--- src/sv/sts_pkg.sv ---
// Shared types and constants for the sorted key table.
package sts_pkg;

  // Capacity default and the widest address the capacity range needs
  localparam int unsigned DefCapacity = 32;
  localparam int unsigned MaxAw       = 12;

  // Width of one field of the payload ports
  localparam int unsigned OpW    = 2;
  localparam int unsigned KeyW   = 32;
  localparam int unsigned ValW   = 8;
  localparam int unsigned StatW  = 2;
  localparam int unsigned EcntW  = 6;

  typedef enum logic [OpW-1:0] {
    OpSearch = 2'd0,
    OpInsert = 2'd1,
    OpDelete = 2'd2
  } op_e;

  typedef enum logic [StatW-1:0] {
    StOk     = 2'd0,
    StAbsent = 2'd1,
    StFull   = 2'd2
  } status_e;

  typedef enum logic [2:0] {
    SIdle,
    SSrch,
    SCmp,
    SHit,
    SUp,
    SIns,
    SDn
  } state_e;

  // One table entry
  typedef struct packed {
    logic signed [KeyW-1:0] key;
    logic [ValW-1:0]        val;
  } sts_entry_t;

  // Access request from the sequencer to the table memory
  typedef struct packed {
    logic             re;
    logic [MaxAw-1:0] raddr;
    logic             we;
    logic [MaxAw-1:0] waddr;
    sts_entry_t       wdata;
  } sts_mem_req_t;

endpackage

--- src/sv/sts_mem.sv ---
// Table memory: one write and one registered read port.
module sts_mem #(
  parameter int unsigned Depth = 32
) (
  input  logic                  clk_i,
  input  sts_pkg::sts_mem_req_t req_i,
  output sts_pkg::sts_entry_t   rdata_o
);
  import sts_pkg::*;

  localparam int unsigned Aw = $clog2(Depth);

  sts_entry_t mem_q [Depth];
  sts_entry_t rdata_q;

  // Write the entry
  always_ff @(posedge clk_i) begin
    if (req_i.we) begin
      mem_q[req_i.waddr[Aw-1:0]] <= req_i.wdata;
    end
  end

  // Registered read: the entry shows on rdata_o in the cycle after the request
  always_ff @(posedge clk_i) begin
    if (req_i.re) begin
      rdata_q <= mem_q[req_i.raddr[Aw-1:0]];
    end
  end

  assign rdata_o = rdata_q;

endmodule

--- src/sv/sts_ctrl.sv ---
// Sequencer: binary search, then shift entries up or down through the memory.
module sts_ctrl #(
  parameter int unsigned Capacity = sts_pkg::DefCapacity
) (
  input  logic                        clk_i,
  input  logic                        rst_ni,
  input  logic                        start_i,
  input  logic [sts_pkg::OpW-1:0]     op_i,
  input  logic signed [sts_pkg::KeyW-1:0] key_i,
  input  logic [sts_pkg::ValW-1:0]    value_i,
  output logic                        busy_o,
  output sts_pkg::sts_mem_req_t       mem_req_o,
  input  sts_pkg::sts_entry_t         mem_rdata_i,
  output logic                        done_o,
  output logic [sts_pkg::StatW-1:0]   status_o,
  output logic [sts_pkg::ValW-1:0]    found_value_o,
  output logic [sts_pkg::EcntW-1:0]   entry_count_o
);
  import sts_pkg::*;

  localparam int unsigned Cw = $clog2(Capacity + 1);

  state_e               state_q, state_d;
  op_e                  op_q, op_d;
  logic signed [KeyW-1:0] key_q, key_d;
  logic [ValW-1:0]      val_q, val_d;
  logic [Cw-1:0]        lo_q, lo_d;
  logic [Cw-1:0]        hi_q, hi_d;
  logic [Cw-1:0]        mid_q, mid_d;
  logic [Cw-1:0]        w_q, w_d;
  logic [Cw-1:0]        count_q, count_d;
  logic                 done_q, done_d;
  status_e              status_q, status_d;
  logic [ValW-1:0]      fv_q, fv_d;

  logic [Cw-1:0]        mid;
  logic [Cw:0]          w_plus2;
  logic                 hit;
  sts_mem_req_t         req;

  assign mid     = lo_q + ((hi_q - lo_q) >> 1);
  assign w_plus2 = {1'b0, w_q} + (Cw+1)'(2);
  assign hit     = (lo_q < count_q) && (mem_rdata_i.key == key_q);

  // Next state, memory requests and result
  always_comb begin
    state_d  = state_q;
    op_d     = op_q;
    key_d    = key_q;
    val_d    = val_q;
    lo_d     = lo_q;
    hi_d     = hi_q;
    mid_d    = mid_q;
    w_d      = w_q;
    count_d  = count_q;
    done_d   = 1'b0;
    status_d = status_q;
    fv_d     = fv_q;
    req      = '0;
    unique case (state_q)
      SIdle: begin
        if (start_i) begin
          op_d    = op_e'(op_i);
          key_d   = key_i;
          val_d   = value_i;
          lo_d    = '0;
          hi_d    = count_q;
          state_d = SSrch;
        end
      end
      SSrch: begin
        if (lo_q < hi_q) begin
          req.re    = 1'b1;
          req.raddr = MaxAw'(mid);
          mid_d     = mid;
          state_d   = SCmp;
        end else begin
          // fetch the lower bound for the hit check
          req.re    = 1'b1;
          req.raddr = MaxAw'(lo_q);
          state_d   = SHit;
        end
      end
      SCmp: begin
        if (mem_rdata_i.key < key_q) begin
          lo_d = mid_q + Cw'(1);
        end else begin
          hi_d = mid_q;
        end
        state_d = SSrch;
      end
      SHit: begin
        fv_d     = '0;
        status_d = StAbsent;
        state_d  = SIdle;
        done_d   = 1'b1;
        case (op_q)
          OpSearch: begin
            if (hit) begin
              status_d = StOk;
              fv_d     = mem_rdata_i.val;
            end
          end
          OpInsert: begin
            if (!hit && count_q == Cw'(Capacity)) begin
              status_d = StFull;
            end else if (!hit) begin
              done_d = 1'b0;
              if (count_q > lo_q) begin
                req.re    = 1'b1;
                req.raddr = MaxAw'(count_q - Cw'(1));
                w_d       = count_q;
                state_d   = SUp;
              end else begin
                state_d = SIns;
              end
            end
          end
          OpDelete: begin
            if (hit) begin
              if ((lo_q + Cw'(1)) < count_q) begin
                done_d    = 1'b0;
                req.re    = 1'b1;
                req.raddr = MaxAw'(lo_q + Cw'(1));
                w_d       = lo_q;
                state_d   = SDn;
              end else begin
                status_d = StOk;
                count_d  = count_q - Cw'(1);
              end
            end
          end
          default: begin
            status_d = StAbsent;
          end
        endcase
      end
      SUp: begin
        // move entry w-1 up to w, prefetch w-2
        req.we    = 1'b1;
        req.waddr = MaxAw'(w_q);
        req.wdata = mem_rdata_i;
        if ((w_q - Cw'(1)) > lo_q) begin
          req.re    = 1'b1;
          req.raddr = MaxAw'(w_q - Cw'(2));
          w_d       = w_q - Cw'(1);
        end else begin
          state_d = SIns;
        end
      end
      SIns: begin
        req.we        = 1'b1;
        req.waddr     = MaxAw'(lo_q);
        req.wdata.key = key_q;
        req.wdata.val = val_q;
        count_d       = count_q + Cw'(1);
        status_d      = StOk;
        fv_d          = '0;
        done_d        = 1'b1;
        state_d       = SIdle;
      end
      SDn: begin
        // move entry w+1 down to w, prefetch w+2
        req.we    = 1'b1;
        req.waddr = MaxAw'(w_q);
        req.wdata = mem_rdata_i;
        if (w_plus2 < {1'b0, count_q}) begin
          req.re    = 1'b1;
          req.raddr = MaxAw'(w_plus2);
          w_d       = w_q + Cw'(1);
        end else begin
          count_d  = count_q - Cw'(1);
          status_d = StOk;
          fv_d     = '0;
          done_d   = 1'b1;
          state_d  = SIdle;
        end
      end
      default: begin
        state_d = SIdle;
      end
    endcase
  end

  // Control state
  always_ff @(posedge clk_i or negedge rst_ni) begin
    if (!rst_ni) begin
      state_q <= SIdle;
      count_q <= '0;
      done_q  <= 1'b0;
    end else begin
      state_q <= state_d;
      count_q <= count_d;
      done_q  <= done_d;
    end
  end

  // Item and search registers
  always_ff @(posedge clk_i) begin
    op_q     <= op_d;
    key_q    <= key_d;
    val_q    <= val_d;
    lo_q     <= lo_d;
    hi_q     <= hi_d;
    mid_q    <= mid_d;
    w_q      <= w_d;
    status_q <= status_d;
    fv_q     <= fv_d;
  end

  assign busy_o        = (state_q != SIdle);
  assign mem_req_o     = req;
  assign done_o        = done_q;
  assign status_o      = status_q;
  assign found_value_o = fv_q;
  assign entry_count_o = EcntW'(count_q);

endmodule

--- src/sv/sorted_table_binary_search.sv ---
// Sorted key table with binary search, insert and delete.
//
// Usage:
//   Drive op_i, key_i and value_i and raise start; the item is taken at the
//   clock edge where start is high and busy is low. busy stays high while
//   the item is worked on. One result per item appears on status_o,
//   found_value_o and entry_count_o for exactly one cycle, marked by done_o;
//   the receiver cannot stall it, and busy is already low in that cycle so
//   the next item may be started alongside the result.
//   Each binary search step is a memory read, then a compare; a search
//   ends with a read of the lower bound and the hit check. An insert then
//   moves each entry above the slot up one place and writes the new entry,
//   a delete moves each entry above the hit down one place. The
//   single-read, single-write table memory sets the shift rate. With 32
//   entries the worst case is a delete of the lowest key from a full table.
//   Reset clears the entry count and the sequencer; table contents are not
//   cleared, and an entry read beyond the entry count never counts as a hit.
module sorted_table_binary_search #(
  parameter int unsigned CAPACITY = sts_pkg::DefCapacity
) (
  input  logic                          clk_i,
  input  logic                          rst_ni,
  input  logic                          start,
  output logic                          busy,
  input  logic [sts_pkg::OpW-1:0]       op_i,
  input  logic signed [sts_pkg::KeyW-1:0] key_i,
  input  logic [sts_pkg::ValW-1:0]      value_i,
  output logic                          done_o,
  output logic [sts_pkg::StatW-1:0]     status_o,
  output logic [sts_pkg::ValW-1:0]      found_value_o,
  output logic [sts_pkg::EcntW-1:0]     entry_count_o
);
  import sts_pkg::*;

  sts_mem_req_t mem_req;
  sts_entry_t   mem_rdata;

  sts_ctrl #(
    .Capacity (CAPACITY)
  ) u_ctrl (
    .clk_i         (clk_i),
    .rst_ni        (rst_ni),
    .start_i       (start),
    .op_i          (op_i),
    .key_i         (key_i),
    .value_i       (value_i),
    .busy_o        (busy),
    .mem_req_o     (mem_req),
    .mem_rdata_i   (mem_rdata),
    .done_o        (done_o),
    .status_o      (status_o),
    .found_value_o (found_value_o),
    .entry_count_o (entry_count_o)
  );

  sts_mem #(
    .Depth (CAPACITY)
  ) u_mem (
    .clk_i   (clk_i),
    .req_i   (mem_req),
    .rdata_o (mem_rdata)
  );

endmodule

--- config.mk ---
export PLATFORM = sky130hd
export DESIGN_NAME = sorted_table_binary_search
export DESIGN_NICKNAME = d
export VERILOG_FILES = /design/src/sv/sts_pkg.sv /design/src/sv/sts_mem.sv /design/src/sv/sts_ctrl.sv /design/src/sv/sorted_table_binary_search.sv
export SDC_FILE = /design/constraint.sdc
export NUM_CORES = 2
export LEC_CHECK = 0
export BUFFER_PORTS_ARGS = -buffer_cell sky130_fd_sc_hd__buf_2
export CAP_MARGIN = 20
export CORE_MARGIN = 2
export CORE_UTILIZATION = 50
export CTS_CLUSTER_DIAMETER = 120
export DETAILED_ROUTE_END_ITERATION = 12
export MAX_ROUTING_LAYER = met4
export PLACE_DENSITY_LB_ADDON = 0.1
export SYNTH_ARGS = -nofsm -noshare
export SYNTH_HDL_FRONTEND = slang
export SYNTH_HIERARCHICAL = 1
export SYNTH_SLANG_ARGS = --single-unit
export TNS_END_PERCENT = 50
--- constraint.sdc ---
create_clock -name clk_i -period 6.7 [get_ports clk_i]
set_input_delay 0.335 -clock clk_i [delete_from_list [all_inputs] [get_ports clk_i]]
set_output_delay 0.335 -clock clk_i [all_outputs]
set_load 0.05 [all_outputs]
# Word level (Yosys, flattened, before mapping)
# Memories as Yosys holds them, arrays and structs flattened. A register that Yosys moved wholly into a read port is not among the register bits.
# Cells that the tools add are included.
# word_totals
output_inout_bits	18
ramBits	1280
inputBits	45
mem_count	1
elab_cells	138
ff_bits	86
# op_classes
n_mux	62
magnitude_cmp	7
n_eq_ne	26
addsub	12
reduce_logical	18
# mem_list
name	words	word_bits	read_ports	rd_ports_with_merged_regs	wr	line	source
u_mem.mem_q	32	40	1	1	1	sts_mem.sv:13	sts_entry_t mem_q [Depth];
# ops
op	count
53-bit one-hot mux with 2 select lines	1
6-bit two-way mux	16
13-bit two-way mux	7
13-bit one-hot mux with 4 select lines	1
6-bit one-hot mux with 2 select lines	3
6-bit one-hot mux with 3 select lines	2
32-bit equality test	1
32-bit < comparator	1
13-bit one-hot mux with 2 select lines	1
6-bit by 1-bit adder with 6-bit output, second input constant	4
8-bit two-way mux	3
8-bit one-hot mux with 3 select lines	1
3-bit two-way mux	7
6-bit < comparator	3
3-bit one-hot mux with 6 select lines	1
6-bit greater-than comparator	2
2-bit != test, second input constant	6
2-bit one-hot mux with 3 select lines	2
6-bit by 1-bit subtractor with 6-bit output, second input constant	2
1-bit two-way mux	11
3-bit equality test, second input constant	3
3-bit by 2-bit != test with 1-bit output, second input constant	3
3-bit != test, second input constant	3
3-bit AND reduction	3
27 further kinds	38

# Logic depth before layout (Yosys ltp)
# depth
depth_word	7
depth_mapped	22

# Hierarchy
# The synthesis kept the hierarchy.
# by_module_without_submodules
mod	cells_each	instances	seq_area_each_um2	area_per_inst_um2
sts_mem	2813	1	39638.0	50965.1
sts_ctrl	697	1	2532.4	6638.9

# Worst setup path after synthesis
# OpenSTA, ideal clock, no wires.
# synth_path
path_type	reg-to-reg
startpoint	register u_ctrl.state_q[0]
endpoint	memory u_mem/mem_q[19][0] in the netlist's numbering, enable pin
setup_slack_ns	2.239
stages_incl_launch_ff	10
setup_time_ns	0.438
path_buffers	3
required_ns	6.262
synth_period_minus_slack_ns	4.461
t_arrival_ns	4.023
path_cell_list	dfrtp_1 buf_2 inv_1 nor3_1 inv_1 clkbuf_1 clkbuf_1 o21ai_0 or3b_1 nor2_1
# synth_lines
item	line	source
start: declaration	sts_ctrl.sv:23	state_e state_q, state_d;
start signal: assignment	sts_ctrl.sv:188	state_q <= SIdle;
start signal: assignment	sts_ctrl.sv:192	state_q <= state_d;
end: declaration	sts_mem.sv:13	

==> impl_metrics.env <==
export IMPL_status="finished clean"
export IMPL_grtUsageTotal=0.277
export IMPL_ant_nets=0
export IMPL_drv_slew=0
export IMPL_fin_crit_sh=0.906
export IMPL_hold_class="primary input to register"
export IMPL_r2r_start="u_ctrl/lo_q[0]"
export IMPL_finalSetupTns_ns=0
export IMPL_port_buffers=62
export IMPL_stdcell_count=5360
export IMPL_path_clk_slew_ns=0.06
export IMPL_routed_wl_um=157000
export IMPL_max_cap_violations=0
export IMPL_syn_num_nets=3614
export IMPL_critPathCaptureType="register"
export IMPL_relSlewSlack=0.242
export IMPL_n_antenna_cell=0
export IMPL_whs_path_depth=2
export IMPL_drc=0
export IMPL_worst_slew_pin_slew_ns=1.13
export IMPL_drt_pass1_iterations=5
export IMPL_antenna_found_initial=4
export IMPL_post_cts_resized=0
export IMPL_final_util=0.579
export IMPL_clock_latency_ns=0.78
export IMPL_crit_required_ns=7.19
export IMPL_row_count=124
export IMPL_grt_pass1_vias=32200
export IMPL_wl_per_cell_um=29.3
export IMPL_cts_htree_levels=4
export IMPL_yosys_warnings=6
export IMPL_holdCritStartpoint="key_i[2]"
export IMPL_cts_tree="yes"
export IMPL_max_freq_ghz=0.165
export IMPL_period_needed_ns=6.07
export IMPL_hpwl_um=87700
export IMPL_hold_violations=0
export IMPL_die_area_um2=118000
export IMPL_dieHeight_um=343
export IMPL_area_growth_pct=15.2
export IMPL_crit_path_max_fanout=43
export IMPL_grt_max_degree=45
export IMPL_coreArea_um2=114000
export IMPL_io_pins=63
export IMPL_drive_above_1_share=0.130
export IMPL_cellPowerDensity_nw_per_um2=443
export IMPL_arrival_ns=6.56
export IMPL_gr_total_overflow=0
export IMPL_crit_type="register to register"
export IMPL_initial_core_util=0.503
export IMPL_drt_initial_drc_count=3531
export IMPL_synth_area_um2=57400
export IMPL_whs_endpoint="u_ctrl/key_q[2]"
export IMPL_clock_tree_buffer_depth=3
export IMPL_grt_pass1_wl_um=225000
export IMPL_dp_cells=5047
export IMPL_nets=3866
export IMPL_fp_dieW_um=343
export IMPL_p_leak_uw=0.0223
export IMPL_start_kind="register"
export IMPL_place_congestion=0.868
export IMPL_setup_violations=0
export IMPL_clock_root_buffer="clkbuf_16"
export IMPL_fillCellCount=8765
export IMPL_ir_drop_v=0.000276
export IMPL_via_per_inst=6.05
export IMPL_synth_avg_cell_area_um2=16.5
export IMPL_r2r_end="u_mem/rdata_o[3]"
export IMPL_cts_made_buffers=148
export IMPL_vias=32400
export IMPL_cts_sinks=1406
export IMPL_ff2ff_setup_slack_ns=0.63
export IMPL_skew_ns=0.0465
export IMPL_syn_inst=3482
export IMPL_rsz0062_at_grt="false"
export IMPL_rr_worst_depth=17
## layout make-up
class / instances / area (um2) / area share
Clock buffer: 180 / 3890 / 0.0588
Sequential cell: 1406 / 42200 / 0.637
Tap cell: 1512 / 1890 / 0.0286
Multi-Input combinational cell: 1827 / 14200 / 0.215
Inverter: 65 / 244 / 0.00369
Clock inverter: 84 / 847 / 0.0128
Timing Repair Buffer: 286 / 2860 / 0.0432
## how the worst max path moves through the flow
stage,startpoint,to,slack (ns),depth (start not counted)
floorplan,u_ctrl/state_q[0],u_mem/mem_q[19][0],2.24,9
global placement,u_ctrl/lo_q[0],u_mem/rdata_o[39],0.76,17
detailed placement,u_ctrl/lo_q[0],u_mem/rdata_o[3],0.66,17
CTS,u_ctrl/lo_q[0],u_mem/rdata_o[3],0.66,17
global route,u_ctrl/lo_q[0],u_mem/rdata_o[3],0.32,17
finish,u_ctrl/lo_q[0],u_mem/rdata_o[3],0.63,17
## per-stage QoR
step | hold WS [ns] | setup slack (ns) | total power, uW | cell area [um2]
2_1_floorplan | 0.0394 | 2.24 | 17900 | 57400
4_1_cts | 0.229 | 0.657 | 29400 | 66100
3_5_place_dp | 0.207 | 0.659 | 21400 | 60900
5_1_grt | 0.250 | 0.316 | 30600 | 66100
3_3_place_gp | 0.207 | 0.761 | 21300 | 60900
6_report | 0.271 | 0.633 | 29300 | 66100
## layout by cell type (no fill, tap or decap), types with 6 or more instances in the layout
cell           count
a31oi_1           41
a22o_1            90
a22oi_1          120
buf_4            120
nor3_1            51
a21o_1             9
xnor2_1           22
clkinv_2          21
nor2b_1           10
nand3b_1           6
o22ai_1            8
o21ai_1           32
nand3_1          137
nor2_1            38
clkinv_1          36
and2_1             9
nand2b_1           6
ha_1              83
o21ai_0           21
clkbuf_16        151
or3_1              6
xor2_1            15
dlygate4sd3_1     45
edfxtp_1        1396
bufinv_16         12
nand2_1          191
inv_1             64
nand4_1           13
a21oi_1          159
dfrtp_1           10
mux2i_1          651
nor2_4            34
buf_2             62
clkbuf_1          29
buf_12            55
## critical path, cell delays in order, from the launching register on
cell and delay [ns]:
edfxtp_1 0.75, ha_1 0.30, nand3_1 0.09, xnor2_1 0.25, ha_1 0.30, nand4_1 0.10
a21oi_1 0.06, a2111oi_2 0.58, nand4_1 0.31, nor3_1 0.45, a21oi_1 0.13, a21boi_0 0.73
nor2b_4 0.69, buf_12 0.36, a22o_1 0.20, nor3_1 0.05, a31oi_1 0.32, nand3_1 0.13
## routing by layer
layer | up-vias | global-route usage | wire [um]
met1 | 16800 | 0.385 | 67600
met3 | 218 | 0.0358 | 10900
li1 | 14200 | - | -
met2 | 1240 | 0.435 | 75100
met4 | 0 | 0.0717 | 3610
met5 | - | - | 0
## state kept, by name (all words and copies together), names as in the netlist, 8 cells and up
signal / flops
u_ctrl/found_value_o: 8
u_mem/mem_q: 1280
u_ctrl/key_q: 32
u_ctrl/val_q: 8
u_mem/rdata_o: 40
## report_power, final
part           total (uW)  switching (uW)  internal (uW)
Clock                8000            3390           4610
Combinational       10500            6440           4090
Sequential          10800             336          10500
Total               29300           10200          19200
## timing repair
item                                   CTS  global route
setup buffers                            0             0
endpoints found under the hold margin   53             0
hold buffers                            45             0
Note: power is estimated with default switching activity, not from simulation.
